<file path="src/design/csm_pkg.sv">
// Package: shared constants, codes and the request token for the segment tier tracker.
package csm_pkg;

    localparam int NUM_SEG   = 8;
    localparam int COUNT_W   = 16;
    localparam int TICK_W    = 32;
    localparam int SECTOR_W  = 4;
    localparam int AGE_W     = 32;
    localparam int LIMIT_W   = 16;
    localparam int MOVED_W   = 4;
    localparam int CMP_W     = (TICK_W > AGE_W) ? TICK_W : AGE_W;
    localparam int CNT_CMP_W = (COUNT_W > LIMIT_W) ? COUNT_W : LIMIT_W;
    localparam int IN_DATA_W = ((SECTOR_W + AGE_W + 7) / 8) * 8;
    localparam int OUT_DATA_W = ((2 + MOVED_W + 7) / 8) * 8;

    localparam logic [LIMIT_W-1:0] COLD_LIMIT_RST = LIMIT_W'(5);
    localparam logic [MOVED_W-1:0] MOVED_MAX      = {MOVED_W{1'b1}};
    localparam logic [COUNT_W-1:0] COUNT_MAX      = {COUNT_W{1'b1}};

    typedef enum logic
    {
        OP_ACCESS  = 1'b0,
        OP_MIGRATE = 1'b1
    } op_t;

    typedef enum logic
    {
        ST_OK    = 1'b0,
        ST_RANGE = 1'b1
    } status_t;

    typedef struct packed
    {
        logic                vld;
        op_t                 op;
        logic                err;
        logic [SECTOR_W-1:0] sector;
        logic [AGE_W-1:0]    age_limit;
        logic [TICK_W-1:0]   tick;
        logic                tier;
        logic [MOVED_W-1:0]  moved;
    } token_t;

endpackage

</file>
<file path="src/design/csm_cell.sv">
// One segment cell: holds a segment's count, last tick and tier, and steps the request along.
module csm_cell
(
    input  logic                         clk,
    input  logic                         rst_n,
    input  logic                         adv,
    input  logic [csm_pkg::SECTOR_W-1:0] seg_id,
    input  logic [csm_pkg::LIMIT_W-1:0]  cold_limit,
    input  csm_pkg::token_t              tok_in,
    output csm_pkg::token_t              tok_out
);
    import csm_pkg::*;

    logic [COUNT_W-1:0] count_reg, count_next;
    logic [TICK_W-1:0]  last_reg, last_next;
    logic               tier_reg, tier_next;
    token_t             tok_reg, tok_next;

    logic               hit;
    logic               mig;
    logic [TICK_W-1:0]  age;

    always_comb
    begin
        hit = tok_in.vld && !tok_in.err && (tok_in.op == OP_ACCESS) && (tok_in.sector == seg_id);
        age = tok_in.tick - last_reg;
        mig = tok_in.vld && (tok_in.op == OP_MIGRATE) && !tier_reg
              && (CMP_W'(age) > CMP_W'(tok_in.age_limit))
              && (CNT_CMP_W'(count_reg) < CNT_CMP_W'(cold_limit));

        count_next = count_reg;
        last_next  = last_reg;
        tier_next  = tier_reg;
        tok_next   = tok_in;

        if (hit)
        begin
            if (count_reg != COUNT_MAX)
            begin
                count_next = count_reg + COUNT_W'(1);
            end
            last_next     = tok_in.tick;
            tok_next.tier = tier_reg;
        end

        if (mig)
        begin
            tier_next = 1'b1;
            if (tok_in.moved != MOVED_MAX)
            begin
                tok_next.moved = tok_in.moved + MOVED_W'(1);
            end
        end
    end

    always_ff @(posedge clk or negedge rst_n)
    begin
        if (!rst_n)
        begin
            count_reg   <= '0;
            last_reg    <= '0;
            tier_reg    <= 1'b0;
            tok_reg.vld <= 1'b0;
        end
        else if (adv)
        begin
            count_reg <= count_next;
            last_reg  <= last_next;
            tier_reg  <= tier_next;
            tok_reg   <= tok_next;
        end
    end

    assign tok_out = tok_reg;

    // a slow segment never returns to the fast tier
    assert property (@(posedge clk) disable iff (!rst_n) tier_reg |=> tier_reg)
        else $error("segment tier returned to fast");

endmodule

</file>
<file path="src/design/cold_segment_tier_migration.sv">
// Top level: segment tier tracker built as a row of segment cells with an output register.
// Each request walks the row of NUM_SEG cells, one cell per cycle while the row advances,
// and lands in the output register. The row is a pipeline: a new request is taken every
// cycle while the output register is empty or being drained, and the whole row holds while
// a result waits. An access bumps the tick on entry; a migration sweep collects its moved
// count as it passes each cell. cold_access_limit resets to 5 and is written through cfg_we /
// cfg_wdata; it is to be written only while idle, which the block itself does not enforce.
module cold_segment_tier_migration
(
    input  logic                           clk,
    input  logic                           rst_n,
    input  logic                           cfg_we,
    input  logic [csm_pkg::LIMIT_W-1:0]    cfg_wdata,     // cold_access_limit
    input  logic                           s_axis_tvalid,
    output logic                           s_axis_tready,
    input  logic [csm_pkg::IN_DATA_W-1:0]  s_axis_tdata,  // sector, age_limit, zero pad
    input  logic                           s_axis_tuser,  // opcode
    output logic                           m_axis_tvalid,
    input  logic                           m_axis_tready,
    output logic [csm_pkg::OUT_DATA_W-1:0] m_axis_tdata   // status, tier, moved_count, zero pad
);
    import csm_pkg::*;

    logic [LIMIT_W-1:0] limit_reg;
    logic [TICK_W-1:0]  tick_reg, tick_next;
    logic               out_vld_reg, out_vld_next;
    logic               out_status_reg, out_tier_reg;
    logic [MOVED_W-1:0] out_moved_reg;

    logic               adv;
    logic               acc;
    logic               in_err;
    logic [SECTOR_W-1:0] in_sector;
    op_t                in_op;
    token_t             tok [NUM_SEG+1];

    assign adv           = !out_vld_reg || m_axis_tready;
    assign s_axis_tready = adv;
    assign acc           = s_axis_tvalid && adv;
    assign in_sector     = s_axis_tdata[SECTOR_W-1:0];
    assign in_op         = op_t'(s_axis_tuser);
    assign in_err        = (in_op == OP_ACCESS)
                           && ({1'b0, in_sector} >= (SECTOR_W+1)'(NUM_SEG));

    always_comb
    begin
        tick_next = tick_reg;
        if (acc && (in_op == OP_ACCESS) && !in_err)
        begin
            tick_next = tick_reg + TICK_W'(1);
        end

        tok[0].vld       = s_axis_tvalid;
        tok[0].op        = in_op;
        tok[0].err       = in_err;
        tok[0].sector    = in_sector;
        tok[0].age_limit = s_axis_tdata[SECTOR_W +: AGE_W];
        tok[0].tick      = tick_next;
        tok[0].tier      = 1'b0;
        tok[0].moved     = '0;

        out_vld_next = out_vld_reg;
        if (adv)
        begin
            out_vld_next = tok[NUM_SEG].vld;
        end
    end

    genvar gi;
    generate
        for (gi = 0; gi < NUM_SEG; gi++)
        begin : g_cell
            csm_cell u_cell
            (
                .clk        (clk),
                .rst_n      (rst_n),
                .adv        (adv),
                .seg_id     (SECTOR_W'(gi)),
                .cold_limit (limit_reg),
                .tok_in     (tok[gi]),
                .tok_out    (tok[gi+1])
            );
        end
    endgenerate

    always_ff @(posedge clk or negedge rst_n)
    begin
        if (!rst_n)
        begin
            limit_reg   <= COLD_LIMIT_RST;
            tick_reg    <= '0;
            out_vld_reg <= 1'b0;
        end
        else
        begin
            if (cfg_we)
            begin
                limit_reg <= cfg_wdata;
            end
            tick_reg    <= tick_next;
            out_vld_reg <= out_vld_next;
        end
    end

    always_ff @(posedge clk)
    begin
        if (adv)
        begin
            out_status_reg <= tok[NUM_SEG].err ? ST_RANGE : ST_OK;
            out_tier_reg   <= tok[NUM_SEG].tier;
            out_moved_reg  <= tok[NUM_SEG].moved;
        end
    end

    assign m_axis_tvalid = out_vld_reg;
    assign m_axis_tdata  = {{(OUT_DATA_W-2-MOVED_W){1'b0}}, out_moved_reg,
                            out_tier_reg, out_status_reg};

    // an out-of-range request reports nothing else
    assert property (@(posedge clk) disable iff (!rst_n)
        (out_vld_reg && (out_status_reg == ST_RANGE)) |-> (!out_tier_reg && (out_moved_reg == '0)))
        else $error("error result carries tier or moved count");

    // the tick only moves on an accepted in-range access
    assert property (@(posedge clk) disable iff (!rst_n)
        !(acc && (in_op == OP_ACCESS) && !in_err) |=> $stable(tick_reg))
        else $error("tick moved without an access");

    // a held result is not overwritten by the row
    assert property (@(posedge clk) disable iff (!rst_n)
        (out_vld_reg && !m_axis_tready) |=> (out_vld_reg && $stable(m_axis_tdata)))
        else $error("pending result changed under stall");

    // a migration result never reports a tier
    assert property (@(posedge clk) disable iff (!rst_n)
        (adv && tok[NUM_SEG].vld && (tok[NUM_SEG].op == OP_MIGRATE)) |=> !out_tier_reg)
        else $error("sweep result carries a tier");

endmodule
</file>
<file path="config.mk">
export PLATFORM = sky130hd
export DESIGN_NAME = cold_segment_tier_migration
export DESIGN_NICKNAME = d
export VERILOG_FILES = /design/src/design/csm_pkg.sv /design/src/design/csm_cell.sv /design/src/design/cold_segment_tier_migration.sv
export SDC_FILE = /design/constraint.sdc
export NUM_CORES = 2
export LEC_CHECK = 0
export BUFFER_PORTS_ARGS = -buffer_cell sky130_fd_sc_hd__buf_2
export CAP_MARGIN = 30
export CORE_MARGIN = 3
export CORE_UTILIZATION = 45
export DETAILED_ROUTE_END_ITERATION = 8
export PLACE_DENSITY_LB_ADDON = 0.12
export SYNTH_ARGS = -nofsm -noshare
export SYNTH_HDL_FRONTEND = slang
export SYNTH_SLANG_ARGS = --single-unit
</file>
<file path="constraint.sdc">
create_clock -name clk -period 26.4 [get_ports clk]
set_input_delay 2.64 -clock clk [delete_from_list [all_inputs] [get_ports clk]]
set_output_delay 2.64 -clock clk [all_outputs]
set_load 0.02 [all_outputs]
</file>
==> results by group <==
Clock network
  • Reg clk slew, reported paths: 0.06 ns
  • Gates resized, CTS repair: 0
  • CTS Hold Bufs: 0
  • Clock sink count: 980
  • CTS root buffer: clkbuf_16
  • Latest clock arrival within the worst-skew pair: 0.69 ns
  • CTS H-Tree Depth: 3
  • CTS max path bufs: 3
  • Setup Fix Bufs, Post-CTS: 0
  • CTS tree: yes
  • TritonCTS buffer count: 109

Power and ir drop
  • Net Sw Frac: 34.6%
  • Pwr/cell area: 95.6 nW/um^2
  • P_sw: 2.06 mW
  • Comb pwr share: 38.6%
  • VDD IR-drop max: 0.0581 mV
  • Leakage: 28.4 nW
  • Clk network pwr share: 26.3%
  • Sequential Power Share: 35.1%
  • Internal power: 3.90 mW

Route
  • Final wirelength: 117000 um
  • Post-route ant nets: 0
  • WL/cell: 16.9 um
  • DRT iter0 DRCs: 1906
  • Drc violations: 0
  • DR vias: 36.4k
  • Vias per inst: 5.23
  • DRT Pass-1 Iters: 5

Final layout
  • Fill cell count: 11.1k
  • Post-route cell area: 62400 um^2
  • Share of cells above drive strength 1: 9.91%
  • Area grow syn2layout: 10.9%
  • Number of flip-flops under the largest register name: 533
  • Final net count: 5941

Synth
  • Compound-Gate Fraction of Synth Area: 12.7%
  • Async SR Flop Fraction: 45.8%
  • Synthesized area: 56300 um^2
  • Synth Flop Type: edfxtp_1
  • Largest family of logic cells by synthesized area: adder cells
  • Post-synth EDFFs: 531
  • Synth unique cells: 92
  • XOR/XNOR Fraction of Synth Area: 5.74%
  • #FFs+latches synth: 980
  • Simple-gate share of the synthesized area: 9.83%
  • Synthesized instance count: 5097
  • Synth Warn #: 0
  • Sequential area share after synthesis: 48.3%
  • Avg Inst Size Synth: 11.0 um^2
  • Mux cell area share after synthesis: 4.37%
  • Post-synthesis adder-cell area fraction: 14.5%

Timing
  • Slew HR: 39.3%
  • Max Clock Freq: 116 MHz
  • Final hold viol count: 0
  • Period utilisation layout: 32.6%
  • Final Max Slew Viols: 0
  • Skew final: 0.0240 ns
  • Post-route setup TNS: 0 ns
  • Min Tclk post-route: 8.60 ns
  • # setup viols final: 0
  • RSZ-0062 raised after global routing: no
  • Worst-margin pin slew: 0.910 ns

Floorplan
  • Initial Util: 45.4%
  • Total die area: 129000 um^2
  • Die width: 360 um
  • Die H: 360 um
  • Core area: 124000 um^2
  • Rows: 129
  • I/O Pins: 72

Worst hold path
  • HP Class: reg -> reg
  • Worst Hold End: out_moved_reg[3]
  • Hold Path Depth: 0
  • HP Start: g_cell[7].u_cell.tok_out[3]

Worst setup path
  • R2r setup slk: 19.57 ns
  • Reg2reg end: g_cell[0].u_cell.tier_reg
  • Slowest cell delay on critical path: 0.50 ns
  • Crit path launch type: primary input
  • R2r startpoint: m_axis_tvalid
  • WS Path Type: in -> reg
  • CP required: 27.02 ns
  • FF-to-FF path depth: 27
  • Critical path data arrival time: 9.22 ns
  • Element type at the critical path end: flip-flop
  • CP max FO: 6
  • Crit-path slowest cell: o41ai_2

Global route
  • Grt total ovfl: 0
  • Initial antenna violation count: 2
  • Vias in the first global route: 36.5k
  • GRT Util Overall: 18.2%
  • First-pass GRT wire length: 191000 um
  • Largest net degree at the start of global routing: 131

Place
  • # port buffers: 65
  • Cell Area, Placed: 58700 um^2
  • Dpl hpwl: 90300 um
  • Placer Congestion: 0.890

Job
  • Max cap viols: 0

Status
  • Status: completed
## worst max path at each step
stage                     slack [ns]             from                          end  cells past startpoint
after floorplan                10.32    m_axis_tready  g_cell[0].u_cell.tok_out[0]                      5
after global placement         17.19  s_axis_tdata[3]    g_cell[0].u_cell.tier_reg                     26
after detailed placement       17.06  s_axis_tdata[3]    g_cell[0].u_cell.tier_reg                     26
after CTS                      17.78  s_axis_tdata[3]    g_cell[0].u_cell.tier_reg                     26
after global routing           17.19  s_axis_tdata[3]    g_cell[0].u_cell.tier_reg                     26
final                          17.80  s_axis_tdata[3]    g_cell[0].u_cell.tier_reg                     27
## per-layer routing
metal  up-vias  share of wire [%]  track usage, %
met2       432                 46            30.6
met5         -                  0               0
li1      18600                  -               -
met3       197                2.7            2.38
met1     17200                 48            24.7
met4         0                2.7            5.27
## worst max-delay path, delay by kind of cell
kind                       cells  cell delay, ns
AOI/OAI and AO/OA             10            2.70
and+or+nand+nor               11            2.32
adders and majority gates      2            0.65
xor gates and xnor gates       2            0.58
buffers and inverters          2            0.31
## cell usage in the layout (no fill, tap or decap), types with 26 or more instances in the layout
cell         n
ha_1       639
inv_1      615
edfxtp_1   531
dfrtp_1    447
a21oi_1    298
nand2_1    280
xnor2_1    267
a21o_1     250
o21ai_0    233
nor2_1     225
mux2_2     215
nand3_1    121
clkbuf_16  114
nand4_1    109
xor2_1     102
buf_2       65
and3_1      64
nor2b_1     62
nand2b_1    56
nor3_1      53
a211oi_1    42
o21a_1      40
o21bai_1    39
a31oi_1     33
clkbuf_1    26
## layout make-up
class	count	area, um^2	area share (%)
well taps	1637	2050	3.28
clock inverters	62	689	1.10
clock buffers	146	3030	4.86
multi-input cells	3434	26600	42.6
flip-flops and latches	980	27200	43.5
repair buffers	91	591	0.946
diodes	1	2.50	0.00401
inverters	616	2310	3.70
## power by group through the flow
stage	Clock [mW]	Sequential, mW	Combinational (mW)
after CTS	1.62	2.10	2.33
final	1.57	2.10	2.30
after floorplan	0	2.12	1.81
after global placement	0	2.12	2.26
after global routing	1.68	2.13	2.65
after detailed placement	0	2.13	2.31
## cell usage after synthesis, types with 39 or more instances
master | number | area, um^2
ha_1 | 639 | 8000
inv_1 | 615 | 2310
edfxtp_1 | 531 | 15900
dfrtp_1 | 447 | 11200
a21oi_1 | 298 | 1490
nand2_1 | 280 | 1050
xnor2_1 | 267 | 2340
a21o_1 | 250 | 1880
o21ai_0 | 233 | 1170
nor2_1 | 225 | 845
mux2_2 | 215 | 2420
nand3_1 | 125 | 626
nand4_1 | 109 | 682
xor2_1 | 102 | 893
and3_1 | 64 | 400
nor2b_1 | 63 | 394
clkbuf_1 | 60 | 225
nand2b_1 | 56 | 350
nor3_1 | 53 | 265
a211oi_1 | 42 | 315
o21a_1 | 40 | 300
o21bai_1 | 39 | 293
## kinds of logic after synthesis
kind of cell,after synthesis
buf+inv,684
other cells,1
simple gates,1096
flops,980
xor+xnor,369
fa+ha+maj,647
compound gates,1101
mux,219
## per-stage QoR
step / hold slack, ns / instances / util [%] / power (mW) / worst slack, ns
after global routing: 0.426 / 6967 / 50.4 / 6.46 / 17.19
final: 0.417 / 6967 / 50.4 / 5.97 / 17.80
after CTS: 0.416 / 6966 / 50.4 / 6.05 / 17.78
after detailed placement: 0.405 / 6758 / 47.4 / 4.44 / 17.06
after floorplan: 0.400 / 5098 / - / 3.93 / 10.32
after global placement: 0.406 / 6754 / 47.3 / 4.39 / 17.19
Power figures use the tool's default switching activity.
